$ cat config.mk
export PLATFORM = sky130hd
export DESIGN_NAME = pdu_frame_checker_unit
export DESIGN_NICKNAME = d
export VERILOG_FILES = /design/src/hdl/pfc_pkg.sv /design/src/hdl/pdu_frame_checker_unit.sv /design/src/hdl/pfc_front.sv /design/src/hdl/pfc_queue.sv /design/src/hdl/pfc_back.sv
export SDC_FILE = /design/constraint.sdc
export NUM_CORES = 1
export LEC_CHECK = 0
export ABC_CLOCK_PERIOD_IN_PS = 19800
export BUFFER_PORTS_ARGS = -buffer_cell sky130_fd_sc_hd__buf_2
export CAP_MARGIN = 20
export CORE_ASPECT_RATIO = 0.9
export CORE_MARGIN = 3
export CORE_UTILIZATION = 69
export CTS_BUF_LIST = sky130_fd_sc_hd__clkbuf_2
export CTS_CLUSTER_SIZE = 16
export DETAILED_ROUTE_END_ITERATION = 8
export PLACE_DENSITY = 0.84
export SLEW_MARGIN = 20
export SYNTH_ARGS = -nofsm -noshare
export SYNTH_HDL_FRONTEND = slang
export SYNTH_SLANG_ARGS = --single-unit
$ cat constraint.sdc
create_clock -name clock -period 19.8 [get_ports clock]
set_input_delay 3.96 -clock clock [delete_from_list [all_inputs] [get_ports clock]]
set_output_delay 3.96 -clock clock [all_outputs]
set_load 0.005 [all_outputs]
$ cat src/hdl/pfc_pkg.sv
// Shared types and constants of the frame checker
package pfc_pkg;

   localparam int HEADER_BYTES = 10;
   localparam int QUEUE_DEPTH  = 2;
   localparam int POS_W        = 17;

   localparam logic [7:0] MAGIC_BYTE = 8'hA0;

   localparam logic [1:0] MODE_HEADER = 2'd0;
   localparam logic [1:0] MODE_REPLY  = 2'd1;
   localparam logic [1:0] MODE_HELLO  = 2'd2;

   localparam logic [2:0] ST_OK        = 3'd0;
   localparam logic [2:0] ST_BAD_MAGIC = 3'd1;
   localparam logic [2:0] ST_BAD_DIR   = 3'd2;
   localparam logic [2:0] ST_LEN_ERR   = 3'd3;
   localparam logic [2:0] ST_NO_BLOCKS = 3'd4;
   localparam logic [2:0] ST_BLOCK_BAD = 3'd5;

   typedef struct packed {
      logic [7:0] byte_value;
      logic       frame_start;
   } req_type;

   typedef struct packed {
      logic [2:0]  status;
      logic [15:0] frame_type;
      logic [7:0]  func_code;
      logic [7:0]  direction;
      logic [15:0] body_length;
      logic [15:0] bad_block_index;
      logic [15:0] record_count;
   } rsp_type;

   // Byte tagged with its position in the frame
   typedef struct packed {
      logic [7:0]       byte_value;
      logic             frame_start;
      logic [POS_W-1:0] position;
   } item_type;

endpackage

$ cat src/hdl/pdu_frame_checker_unit.sv
// Top level of the frame checker
//  channel  | ports                        | moves
//  request  | req_valid req_ready req_data | one frame byte per beat
//  response | rsp_valid rsp_ready rsp_data | one frame result per beat
//  csr      | csr_wr_en csr_wr_data        | body_mode write, no wait
// One byte per cycle while the response is not stalled; a byte passes the front stage
// and the queue, and its result, if any, is registered in the response register after
// the queue entry and the back stage's check, later while the response is stalled.
// The back stage's per-byte check sets the rate.
// Synchronous reset clears control; body_mode resets to reply walk.
// A stalled response holds the back stage; the queue absorbs two beats first.
module pdu_frame_checker_unit #(
   parameter int QUEUE_DEPTH = pfc_pkg::QUEUE_DEPTH
) (
   input  logic             clock,
   input  logic             reset,
   input  logic             req_valid,
   output logic             req_ready,
   input  pfc_pkg::req_type req_data,
   output logic             rsp_valid,
   input  logic             rsp_ready,
   output pfc_pkg::rsp_type rsp_data,
   input  logic             csr_wr_en,
   input  logic [1:0]       csr_wr_data
);

   logic [1:0] mode_ff;
   logic       push, full, not_empty, pop;
   pfc_pkg::item_type push_item, pop_item;

   always_ff @(posedge clock) begin
      if (reset) begin
         mode_ff <= pfc_pkg::MODE_REPLY;
      end else if (csr_wr_en) begin
         mode_ff <= csr_wr_data;
      end
   end

   pfc_front u_front (
      .clock      (clock),
      .reset      (reset),
      .req_valid  (req_valid),
      .req_ready  (req_ready),
      .req_data   (req_data),
      .push       (push),
      .push_item  (push_item),
      .queue_full (full)
   );

   pfc_queue #(.DEPTH(QUEUE_DEPTH)) u_queue (
      .clock     (clock),
      .reset     (reset),
      .push      (push),
      .push_item (push_item),
      .full      (full),
      .pop       (pop),
      .not_empty (not_empty),
      .pop_item  (pop_item)
   );

   logic back_ready;
   assign pop = not_empty && back_ready;

   pfc_back u_back (
      .clock      (clock),
      .reset      (reset),
      .body_mode  (mode_ff),
      .item_valid (not_empty),
      .item_ready (back_ready),
      .item       (pop_item),
      .rsp_valid  (rsp_valid),
      .rsp_ready  (rsp_ready),
      .rsp_data   (rsp_data)
   );

endmodule

$ cat src/hdl/pfc_front.sv
// Front end: accepts bytes and tags each with its frame position
module pfc_front (
   input  logic              clock,
   input  logic              reset,
   input  logic              req_valid,
   output logic              req_ready,
   input  pfc_pkg::req_type  req_data,
   output logic              push,
   output pfc_pkg::item_type push_item,
   input  logic              queue_full
);

   logic [pfc_pkg::POS_W-1:0] pos_ff;
   logic [pfc_pkg::POS_W-1:0] pos_in;

   assign req_ready = !queue_full;
   assign push      = req_valid && req_ready;

   always_comb begin
      if (req_data.frame_start) begin
         pos_in = '0;
      end else if (pos_ff == '1) begin
         pos_in = pos_ff;   // hold at top, only bytes outside a frame get here
      end else begin
         pos_in = pos_ff + 1'b1;
      end
   end

   assign push_item.byte_value  = req_data.byte_value;
   assign push_item.frame_start = req_data.frame_start;
   assign push_item.position    = pos_in;

   always_ff @(posedge clock) begin
      if (reset) begin
         pos_ff <= '1;
      end else if (push) begin
         pos_ff <= pos_in;
      end
   end

endmodule

$ cat src/hdl/pfc_queue.sv
// Short queue between front and back
module pfc_queue #(
   parameter int DEPTH = pfc_pkg::QUEUE_DEPTH
) (
   input  logic              clock,
   input  logic              reset,
   input  logic              push,
   input  pfc_pkg::item_type push_item,
   output logic              full,
   input  logic              pop,
   output logic              not_empty,
   output pfc_pkg::item_type pop_item
);

   localparam int PTR_W = (DEPTH > 1) ? $clog2(DEPTH) : 1;
   localparam int CNT_W = $clog2(DEPTH + 1);

   pfc_pkg::item_type mem [DEPTH];
   logic [PTR_W-1:0] wr_ff, wr_in, rd_ff, rd_in;
   logic [CNT_W-1:0] cnt_ff, cnt_in;

   assign full      = (cnt_ff == CNT_W'(DEPTH));
   assign not_empty = (cnt_ff != '0);
   assign pop_item  = mem[rd_ff];

   always_comb begin
      wr_in  = wr_ff;
      rd_in  = rd_ff;
      cnt_in = cnt_ff;
      if (push) begin
         wr_in = (wr_ff == PTR_W'(DEPTH - 1)) ? '0 : wr_ff + 1'b1;
      end
      if (pop) begin
         rd_in = (rd_ff == PTR_W'(DEPTH - 1)) ? '0 : rd_ff + 1'b1;
      end
      if (push && !pop) begin
         cnt_in = cnt_ff + 1'b1;
      end else if (pop && !push) begin
         cnt_in = cnt_ff - 1'b1;
      end
   end

   always_ff @(posedge clock) begin
      if (push) begin
         mem[wr_ff] <= push_item;
      end
   end

   always_ff @(posedge clock) begin
      if (reset) begin
         wr_ff  <= '0;
         rd_ff  <= '0;
         cnt_ff <= '0;
      end else begin
         wr_ff  <= wr_in;
         rd_ff  <= rd_in;
         cnt_ff <= cnt_in;
      end
   end

endmodule

$ cat src/hdl/pfc_back.sv
// Back end: header and body checks, result register
module pfc_back (
   input  logic              clock,
   input  logic              reset,
   input  logic [1:0]        body_mode,
   input  logic              item_valid,
   output logic              item_ready,
   input  pfc_pkg::item_type item,
   output logic              rsp_valid,
   input  logic              rsp_ready,
   output pfc_pkg::rsp_type  rsp_data
);

   localparam int PW = pfc_pkg::POS_W;

   logic        active_ff, active_in;
   logic        body_ff, body_in;
   logic [1:0]  mode_ff, mode_in;
   logic [15:0] type_ff, type_in;
   logic [7:0]  func_ff, func_in;
   logic [7:0]  dir_ff, dir_in;
   logic [7:0]  lenhi_ff, lenhi_in;
   logic [15:0] len_ff, len_in;
   logic [15:0] total_ff, total_in;
   logic [15:0] blk_ff, blk_in;
   logic [PW-1:0] off_ff, off_in;
   logic [15:0] size_ff, size_in;
   logic [2:0]  err_ff, err_in;
   logic [15:0] errblk_ff, errblk_in;
   logic [15:0] hello_ff, hello_in;
   logic        rsp_valid_ff, rsp_valid_in;
   pfc_pkg::rsp_type rsp_ff, rsp_in;

   logic take;

   assign item_ready = !rsp_valid_ff || rsp_ready;
   assign take       = item_valid && item_ready;
   assign rsp_valid  = rsp_valid_ff;
   assign rsp_data   = rsp_ff;

   always_comb begin
      logic          emit;
      logic [2:0]    st;
      logic [7:0]    b;
      logic [PW-1:0] pos;
      logic [PW-1:0] p;
      logic [17:0]  blk_end;
      logic [19:0]  hello_len;
      active_in = active_ff;
      body_in   = body_ff;
      mode_in   = mode_ff;
      type_in   = type_ff;
      func_in   = func_ff;
      dir_in    = dir_ff;
      lenhi_in  = lenhi_ff;
      len_in    = len_ff;
      total_in  = total_ff;
      blk_in    = blk_ff;
      off_in    = off_ff;
      size_in   = size_ff;
      err_in    = err_ff;
      errblk_in = errblk_ff;
      hello_in  = hello_ff;
      emit      = 1'b0;
      st        = pfc_pkg::ST_OK;
      b         = item.byte_value;
      pos       = item.position;
      p         = pos - PW'(pfc_pkg::HEADER_BYTES);
      blk_end   = '0;
      hello_len = '0;

      if (item.frame_start) begin
         active_in = 1'b1;
         body_in   = 1'b0;
         mode_in   = body_mode;
         type_in   = '0;
         func_in   = '0;
         dir_in    = '0;
         lenhi_in  = '0;
         len_in    = '0;
         total_in  = '0;
         blk_in    = '0;
         off_in    = PW'(2);
         size_in   = '0;
         err_in    = pfc_pkg::ST_OK;
         errblk_in = '0;
         hello_in  = '0;
      end

      if (active_in && !body_in) begin
         if (pos < PW'(4)) begin
            if (b != pfc_pkg::MAGIC_BYTE) begin
               emit = 1'b1;
               st   = pfc_pkg::ST_BAD_MAGIC;
            end
         end else if (pos < PW'(pfc_pkg::HEADER_BYTES - 1)) begin
            case (pos[2:0])
               3'd4:    type_in[15:8] = b;
               3'd5:    type_in[7:0]  = b;
               3'd6:    func_in       = b;
               3'd7: begin
                  dir_in = b;
                  if (b < 8'd1 || b > 8'd4) begin
                     emit = 1'b1;
                     st   = pfc_pkg::ST_BAD_DIR;
                  end
               end
               default: lenhi_in      = b;
            endcase
         end else begin
            len_in  = {lenhi_in, b};
            body_in = 1'b1;
            if (len_in == '0) begin
               emit = 1'b1;
            end
         end
      end else if (active_in) begin
         if (mode_in == pfc_pkg::MODE_REPLY) begin
            if (p == '0) begin
               total_in = {b, 8'h00};
            end else if (p == PW'(1)) begin
               total_in[7:0] = b;
               if (total_in == '0 && err_in == pfc_pkg::ST_OK) begin
                  err_in = pfc_pkg::ST_NO_BLOCKS;
               end
            end else if (err_in == pfc_pkg::ST_OK && blk_in < total_in) begin
               if (p == off_in) begin
                  size_in = {b, 8'h00};
               end else if (p == off_in + 1'b1) begin
                  size_in[7:0] = b;
                  blk_end = {1'b0, off_in} + {2'b00, size_in};
                  if (size_in < 16'd10 || blk_end > {2'b00, len_in}) begin
                     err_in = pfc_pkg::ST_LEN_ERR;
                  end
               end else if (p == off_in + PW'(8) || p == off_in + PW'(9)) begin
                  if (b != '0) begin
                     err_in    = pfc_pkg::ST_BLOCK_BAD;
                     errblk_in = blk_in;
                  end
                  if (p == off_in + PW'(9) && err_in == pfc_pkg::ST_OK) begin
                     blk_in = blk_in + 1'b1;
                     off_in = off_in + PW'(size_in);
                  end
               end
            end
         end else if (mode_in == pfc_pkg::MODE_HELLO) begin
            if (p == PW'(8)) begin
               hello_in[15:8] = b;
            end else if (p == PW'(9)) begin
               hello_in[7:0] = b;
            end
         end
         if ({1'b0, p} + 1'b1 >= {2'b00, len_in}) begin
            emit = 1'b1;
         end
      end

      // final verdict on the last byte of the frame
      if (emit && body_in) begin
         hello_len = {1'b0, hello_in, 3'b000} + 20'd16;
         if (mode_in == pfc_pkg::MODE_REPLY) begin
            if (err_in == pfc_pkg::ST_OK) begin
               if (len_in < 16'd2) begin
                  err_in = pfc_pkg::ST_NO_BLOCKS;
               end else if (blk_in < total_in) begin
                  err_in = pfc_pkg::ST_LEN_ERR;
               end
            end
            st = err_in;
         end else if (mode_in == pfc_pkg::MODE_HELLO) begin
            if (len_in < 16'd16 || {4'b0000, len_in} != hello_len) begin
               st = pfc_pkg::ST_LEN_ERR;
            end else begin
               st = pfc_pkg::ST_OK;
            end
         end else begin
            st = pfc_pkg::ST_OK;
         end
      end

      if (emit) begin
         active_in = 1'b0;
      end

      rsp_in.status          = st;
      rsp_in.frame_type      = type_in;
      rsp_in.func_code       = func_in;
      rsp_in.direction       = dir_in;
      rsp_in.body_length     = len_in;
      rsp_in.bad_block_index = (st == pfc_pkg::ST_BLOCK_BAD) ? errblk_in : '0;
      rsp_in.record_count    = (mode_in == pfc_pkg::MODE_HELLO && st == pfc_pkg::ST_OK)
                               ? hello_in : '0;

      rsp_valid_in = rsp_valid_ff && !rsp_ready;
      if (take && emit) begin
         rsp_valid_in = 1'b1;
      end
   end

   always_ff @(posedge clock) begin
      if (reset) begin
         active_ff    <= 1'b0;
         body_ff      <= 1'b0;
         mode_ff      <= pfc_pkg::MODE_REPLY;
         rsp_valid_ff <= 1'b0;
         err_ff       <= pfc_pkg::ST_OK;
      end else begin
         rsp_valid_ff <= rsp_valid_in;
         if (take) begin
            active_ff <= active_in;
            body_ff   <= body_in;
            mode_ff   <= mode_in;
            err_ff    <= err_in;
         end
      end
   end

   always_ff @(posedge clock) begin
      if (take) begin
         type_ff   <= type_in;
         func_ff   <= func_in;
         dir_ff    <= dir_in;
         lenhi_ff  <= lenhi_in;
         len_ff    <= len_in;
         total_ff  <= total_in;
         blk_ff    <= blk_in;
         off_ff    <= off_in;
         size_ff   <= size_in;
         errblk_ff <= errblk_in;
         hello_ff  <= hello_in;
      end
      if (take && rsp_valid_in && item_ready) begin
         rsp_ff <= rsp_in;
      end
   end

endmodule

==> reports/metrics.yaml, run 1 <==
synth:
  synth-seq-cells: 320
  yosysUniqueCellTypes: 97
  netlist_instances: 2024
  synth-async-reset-ratio_pct: 0
  ys.flop_type: "edfxtp_1"
  yosys-top-cells-area: "edfxtp_1, ha_1, nand2_1"
  yosysTopAreaCell: "edfxtp_1"
  synth_edf_count: 288
  synth-seq-area-share_pct: 45.99
  syn_nets: 2138
  syn_avg_cell_area_um2: 9.979
  yosysWarnings: 0
  netlist_area_mm2: 0.02020
  synth_top_area_share_pct: 42.82
sta:
  fin_ws_ns: 10.40
  grt_setup_unrepaired: "no"
  finalHoldViolations: 0
  tightest_slew_ns: 1.095
  tns_ns: 0
  fin_skew_ns: 0.08460
  maxSlewHeadroom_pct: 26.38
  period_needed_ns: 9.401
  max_freq_ghz: 0.1064
  maxSlewViolCount: 0
  setup_viol: 0
  post-route-period-util_pct: 47.48
placed_design:
  port_buffers: 100
  place.gp.congestion: 1.033
  dpl.hpwl_mm: 42.43
  dp_slack_ns: 10.56
critical_path:
  rr_endpoint: "u_back.rsp_data[18]"
  critical_path.top_delay_family: "simple AND/OR/NAND/NOR gates"
  reg2reg_depth: 33
  critical-path-slowest-cell: "buf_4"
  r2r_setup_slack_ns: 10.40
  cp.required_ns: 20.49
  crit_buf_inv: 3
  max_stage_delay_ns: 0.81
  critPathKind: "reg2reg"
  cp.arrival_ns: 10.09
  end_kind: "flop"
  cp_max_fo: 90
  cp-start-kind: "flop"
cells_and_area:
  area_growth_syn_to_layout_pct: 7.936
  layout.nets: 2254
  fillers: 1906
  final_layout_size_suffix_gt1_share_pct: 13.26
clock_tree:
  post_cts_resized: 0
  postCtsHoldBufs: 0
  cts_num_sinks: 320
  cts_made_buffers: 79
  clock_path_buffers: 3
  tritoncts: "built"
  htreeDepth: 3
  cts-root-buf: "clkbuf_2"
  post_cts_buffers: 0
  clkTransAtPathRegs_ns: 0.10
  clock_latency_ns: 0.94
detailed_routing:
  wirelength_mm: 58.67
  postRouteAntennaNets: 0
  dr.pass1.iters: 9
  drc: 1
  viasPerCell: 6.665
  drt_iter0_markers: 2403
  avgRoutedWirePerCell_um: 22.70
  vias: 17229
floorplan:
  rows: 58
  core_mm2: 0.02837
  fp.dieArea_mm2: 0.03136
  io_pins: 101
  chipHeight_um: 168.3
  initial_core_util_pct: 71.18
  fp.dieW_um: 186.3
min_path:
  hold_class: "reg2reg"
  holdPathEnd: "u_front.pos_ff[6]"
  min_path_cells: 2
  worstHoldStart: "u_front.pos_ff[6]"
grt:
  antenna_found_initial: 2
  grt_pass1_vias: 16132
  grt_overflow_total: 0
  grt_max_degree: 96
  track_usage_pct: 36.63
  grt_pass1_wl_mm: 90.58
pwr:
  p_leak_uw: 0.008575
  power_density_mw_per_mm2: 164.9
  ir_drop_uv: 221.9
job:
  cap_violations: 0
status:
  status: "finished with violations"
  failed_checks: "DRC"
## report_power, final
| part | switching, uW | total (uW) | internal (uW) |
|---|---|---|---|
| clock | 271 | 485 | 214 |
| combinational | 1240 | 1920 | 682 |
| sequential | 148 | 1190 | 1040 |
## registers in the layout, summed over array words and instances, names as in the netlist, 3 cells and up, named ones only
signal and count:
u_back.size_ff 16, u_queue.mem 52, u_back.errblk_ff 16, u_back.func_ff 8, u_back.off_ff 17, u_back.hello_ff 16
u_back.type_ff 16, u_back.total_ff 16, u_back.len_ff 16, u_back.rsp_data 83, u_front.pos_ff 17, u_back.err_ff 3
u_back.lenhi_ff 8, u_back.blk_ff 16, u_back.dir_ff 8
## final cells by class
type | count | area, um2 | area share (%)
inverters | 78 | 297.8 | 1.366
multi-input cells | 1537 | 10240 | 46.97
repair buffers | 124 | 700.7 | 3.214
well taps | 390 | 488.0 | 2.238
flip-flops and latches | 320 | 9290 | 42.62
clock buffers | 110 | 550.5 | 2.525
diodes | 1 | 2.502 | 0.01148
clock inverters | 25 | 231.5 | 1.062
## worst reg2reg max path, delay by kind of cell, from the launching register on
kind	cells	cell delay (ns)
AOI/OAI and AO/OA	13	2.16
xor gates and xnor gates	1	0.18
adders and majority gates	2	0.64
buffers and inverters	3	2.06
DFF	1	0.33
muxes	1	0.36
and+or+nand+nor	13	3.47
## kinds of logic after synthesis
group | share of synthesized area (%)
AND/OR/NAND/NOR | 20.41
AO/OA/AOI/OAI | 11.83
flip-flops | 45.99
buffers and inverters | 3.500
XOR/XNOR | 7.347
adder cells (fa/ha/maj) | 6.195
multiplexers | 4.727
## cell usage after synthesis, drive strengths merged (7+ instances only)
master	n
a211oi	15
a21o	37
a21oi	68
a31oi	11
a41oi	7
and2	44
and3	29
buf	26
clkbuf	63
dfxtp	32
edfxtp	288
ha	96
inv	74
mux2	12
mux2i	79
nand2	231
nand2b	14
nand3	92
nand4	33
nor2	167
nor2b	14
nor3	52
nor3b	31
nor4	41
nor4b	8
o211ai	14
o21a	12
o21ai	136
o22ai	12
o31ai	8
or2	7
or3	20
or4	7
xnor2	89
xor2	64
## stage by stage
step | util, % | instances | cell area [um2] | hold WS (ns) | power [uW]
after floorplan | - | 2024 | 20200 | 0.4472 | 2525
after global placement | 73.94 | 2448 | 20980 | 0.4720 | 2972
after detailed placement | 73.94 | 2448 | 20980 | 0.4862 | 3032
after CTS | 76.70 | 2583 | 21760 | 0.5000 | 3526
after global routing | 76.83 | 2585 | 21800 | 0.5210 | 3805
final | 76.83 | 2585 | 21800 | 0.5028 | 3595
## cells in the final DEF, fill, tap and decap left out, drive strengths merged, types with 76 or more instances in the layout
| cell | Yosys | final |
|---|---|---|
| buf | 26 | 124 |
| clkbuf | 63 | 110 |
| edfxtp | 288 | 288 |
| inv | 74 | 76 |
| mux2i | 79 | 79 |
| nor2 | 167 | 167 |
| nand2 | 231 | 231 |
| o21ai | 136 | 136 |
| xnor2 | 89 | 89 |
| ha | 96 | 96 |
| nand3 | 92 | 92 |
## per-layer routing
layer / share of wire (%) / routed length, um / track usage, % / vias up
met1: 40 / 23710 / 52.95 / 8069
met2: 43 / 25200 / 54.11 / 1248
met4: 3.6 / 2092 / 13.18 / 2
met3: 13 / 7657 / 9.328 / 184
met5: 0.022 / 13 / 0 / -
li1: - / - / - / 7726
## worst max-delay path by stage
| stage | from | end | depth (start not counted) |
|---|---|---|---|
| 5_1_grt | flop | u_back.rsp_data[18] | 33 |
| 3_5_place_dp | flop | u_back.rsp_data[80] | 33 |
| 2_1_floorplan | rsp_ready | u_back.rsp_data[0] | 4 |
| 6_report | flop | u_back.rsp_data[18] | 33 |
| 3_3_place_gp | flop | u_back.rsp_data[80] | 33 |
| 4_1_cts | flop | u_back.rsp_data[80] | 33 |
No activity file was read; power rests on OpenSTA's default activity.
==> run 2, diff against run 1 <==
--- a/config.mk
+++ b/config.mk
@@ -5,16 +5,17 @@
 export SDC_FILE = /design/constraint.sdc
 export NUM_CORES = 1
 export LEC_CHECK = 0
-export ABC_CLOCK_PERIOD_IN_PS = 19800
+export ABC_AREA = 1
+export ABC_CLOCK_PERIOD_IN_PS = 8300
 export BUFFER_PORTS_ARGS = -buffer_cell sky130_fd_sc_hd__buf_2
 export CAP_MARGIN = 20
 export CORE_ASPECT_RATIO = 0.9
 export CORE_MARGIN = 3
-export CORE_UTILIZATION = 69
+export CORE_UTILIZATION = 58
 export CTS_BUF_LIST = sky130_fd_sc_hd__clkbuf_2
 export CTS_CLUSTER_SIZE = 16
 export DETAILED_ROUTE_END_ITERATION = 8
-export PLACE_DENSITY = 0.84
+export PLACE_DENSITY = 0.75
 export SLEW_MARGIN = 20
 export SYNTH_ARGS = -nofsm -noshare
 export SYNTH_HDL_FRONTEND = slang
==> constraint.sdc (replaced) <==
create_clock -name clock -period 8.3 [get_ports clock]
set_input_delay 1.66 -clock clock [delete_from_list [all_inputs] [get_ports clock]]
set_output_delay 1.66 -clock clock [all_outputs]
set_load 0.005 [all_outputs]
==> run 2 against run 1 <==
The run now ends clean; synthesized cell count is 30% higher; synthesized area is 4.1% higher; sequential cell count did not move; sequential share of layout area shrank 1.8 points; core utilization is 12 points lower; first-iteration DRC count is 7.5% higher; worst setup slack got worse by 9.3 ns; wire length up 12%; non-clock buffer count grew 2; count of clock-buffer cells in the layout rose by 3; highest routed layer is now met4.
==> reports/metrics.yaml, run 2 <==
clock_tree:
  post_cts_buffers: 0
  cts_made_buffers: 81
  tritoncts: "built"
  cts_num_sinks: 320
  cts-root-buf: "clkbuf_2"
  postCtsHoldBufs: 0
  clkTransAtPathRegs_ns: 0.11
  post_cts_resized: 0
  htreeDepth: 3
  clock_path_buffers: 3
  clock_latency_ns: 1.08
synth:
  yosysWarnings: 0
  yosys-top-cells-count: "nand2_1, inv_1, edfxtp_1"
  synth_xor_area_share_pct: 3.786
  synth_edf_count: 288
  synth-seq-area-share_pct: 44.19
  syn_nets: 2744
  synth_top_family_by_area: "simple AND/OR/NAND/NOR gates"
  yosys-top-cells-area: "edfxtp_1, nand2_1, inv_1"
  synth-adder-area-share_pct: 5.905
  ys.flop_type: "edfxtp_1"
  yosysTopAreaCell: "edfxtp_1"
  netlist_area_mm2: 0.02102
  syn_avg_cell_area_um2: 7.992
  synth-seq-cells: 320
  yosysUniqueCellTypes: 58
  netlist_instances: 2630
  synth-async-reset-ratio_pct: 0
  yosys.area_share.simple_pct: 25.72
  synth_top_area_share_pct: 41.15
  yosysMostFrequentCell: "nand2_1"
  synth_compound_area_share_pct: 11.71
  muxShareOfSynthArea_pct: 0.04762
placed_design:
  port_buffers: 100
  place.gp.congestion: 1.001
  dpl.hpwl_mm: 48.98
grt:
  grt_max_degree: 145
  grt_pass1_wl_mm: 100.8
  globalRouteMet3Util_pct: 7.186
  gr-usage-met1_pct: 49.61
  grt_overflow_total: 0
  antenna_found_initial: 4
  grt_pass1_vias: 17951
  busiest_layer: "met2"
  grtUsageMet2_pct: 49.82
  track_usage_pct: 33.76
min_path:
  min_path_cells: 1
  hold_class: "reg2reg"
  worstHoldStart: "u_queue.rd_ff"
critical_path:
  critical-path-slowest-cell: "nor2_1"
  critPathKind: "reg2reg"
  crit_buf_inv: 5
  critical_path.top_delay_family: "simple AND/OR/NAND/NOR gates"
  max_stage_delay_ns: 0.44
  cp_common_cell: "nand2_1"
  cp.arrival_ns: 7.91
  cp.required_ns: 9.02
  cp-start-kind: "flop"
  reg2reg_depth: 33
  cp_max_fo: 40
  end_kind: "flop"
  rr_endpoint: "u_back.rsp_data[1]"
  r2r_setup_slack_ns: 1.11
sta:
  tightest_slew_ns: 0.9838
  maxSlewHeadroom_pct: 33.72
  fin_skew_ns: 0.1193
  period_needed_ns: 7.191
  tns_ns: 0
  maxSlewViolCount: 0
  setup_viol: 0
  grt_setup_unrepaired: "no"
  max_freq_ghz: 0.1391
  finalHoldViolations: 0
  post-route-period-util_pct: 86.64
  holdWs_ns: 0.4828
detailed_routing:
  vias: 19371
  avgRoutedWirePerCell_um: 19.91
  viasPerCell: 5.852
  wirelength_mm: 65.91
  dr.pass1.iters: 7
  drc: 0
  drt_iter0_markers: 2583
  postRouteAntennaNets: 0
status:
  status: "complete, no violations"
cells_and_area:
  area_growth_syn_to_layout_pct: 8.310
  fillers: 3075
  largest_reg_flops: 83
  final_common_cell: "nand2_1"
  final_layout_size_suffix_gt1_share_pct: 12.55
  layout_common_cells: "nand2_1, inv_1, edfxtp_1, nor2_1, o21ai_0"
  layout.nets: 2888
pwr:
  p_leak_uw: 0.01053
  ir_drop_uv: 441.1
  power_density_mw_per_mm2: 443.7
floorplan:
  initial_core_util_pct: 59.41
  fp.dieArea_mm2: 0.03856
  rows: 65
  core_mm2: 0.03538
  chipHeight_um: 186.6
  fp.dieW_um: 206.7
  io_pins: 101
job:
  cap_violations: 0
run 2: cell count changes after synthesis, sizes merged, moves of 60 or more:
cell / delta
a21oi: +64
inv: +323
mux2i: -78
nand2: +413
nand3: +66
nor2: +123
o21ai: +60
xnor2: -70
run 2: cell families (layout without fill, tap and decap cells):
kind of cell,count (synthesis),in the layout
adders and majority gates,98,98
and+or+nand+nor,1221,1221
xor gates and xnor gates,90,90
muxes,1,1
AOI/OAI and AO/OA,435,435
buffers and inverters,465,671
DFF,320,320
other,0,5
run 2: layout make-up:
| cell class | count | area, um2 | share of cell area, % |
|---|---|---|---|
| Antenna cell | 5 | 12.51 | 0.05496 |
| Clock inverter | 32 | 168.9 | 0.7420 |
| Sequential cell | 320 | 9289 | 40.80 |
| Multi-Input combinational cell | 1845 | 9932 | 43.63 |
| Clock buffer | 113 | 565.5 | 2.484 |
| Inverter | 400 | 1503 | 6.601 |
| Tap cell | 469 | 586.8 | 2.578 |
| Timing Repair Buffer | 126 | 708.2 | 3.111 |
run 2: worst register-to-register path: cells and delay by family, from the launching register on:
family / cells / cell delay, ns
fa+ha+maj: 2 / 0.52
simple gates: 21 / 4.16
compound gates: 3 / 0.51
buf+inv: 5 / 0.94
xor+xnor: 2 / 0.36
flops: 1 / 0.36
run 2: metal layers:
layer / part of all wire [%] / wire length, um
met3: 11 / 7443
met2: 43 / 28140
met1: 43 / 28210
met5: 0 / 0
met4: 3.2 / 2117
run 2: stage by stage:
step                cell area, um2  std cells  util, %  total power, uW  setup WS [ns]
global route                 22760       3307    64.33            10870         0.3459
detailed placement           22020       3160    62.24             8823          1.352
finish                       22770       3310    64.35            10100          1.109
CTS                          22750       3305    64.31             9930          1.232
global placement             22020       3160    62.24             8713          1.412
floorplan                    21020       2630        -             7083          1.362
run 2: worst max-delay path by stage:
stage	startpoint	end	slack, ns	cells past startpoint
detailed placement	flop	u_back.rsp_data[0]	1.35	33
global route	flop	u_back.rsp_data[10]	0.35	34
global placement	flop	u_back.rsp_data[0]	1.41	31
floorplan	rsp_ready	u_back.err_ff[1]	1.36	5
finish	flop	u_back.rsp_data[1]	1.11	33
CTS	flop	u_back.rsp_data[1]	1.23	35
run 2: power breakdown:
| part | total [uW] | internal, uW | switching, uW |
|---|---|---|---|
| sequential | 2770 | 2580 | 196 |
| combinational | 6230 | 1810 | 4430 |
| clock | 1100 | 405 | 690 |
| total | 10100 | 4790 | 5310 |
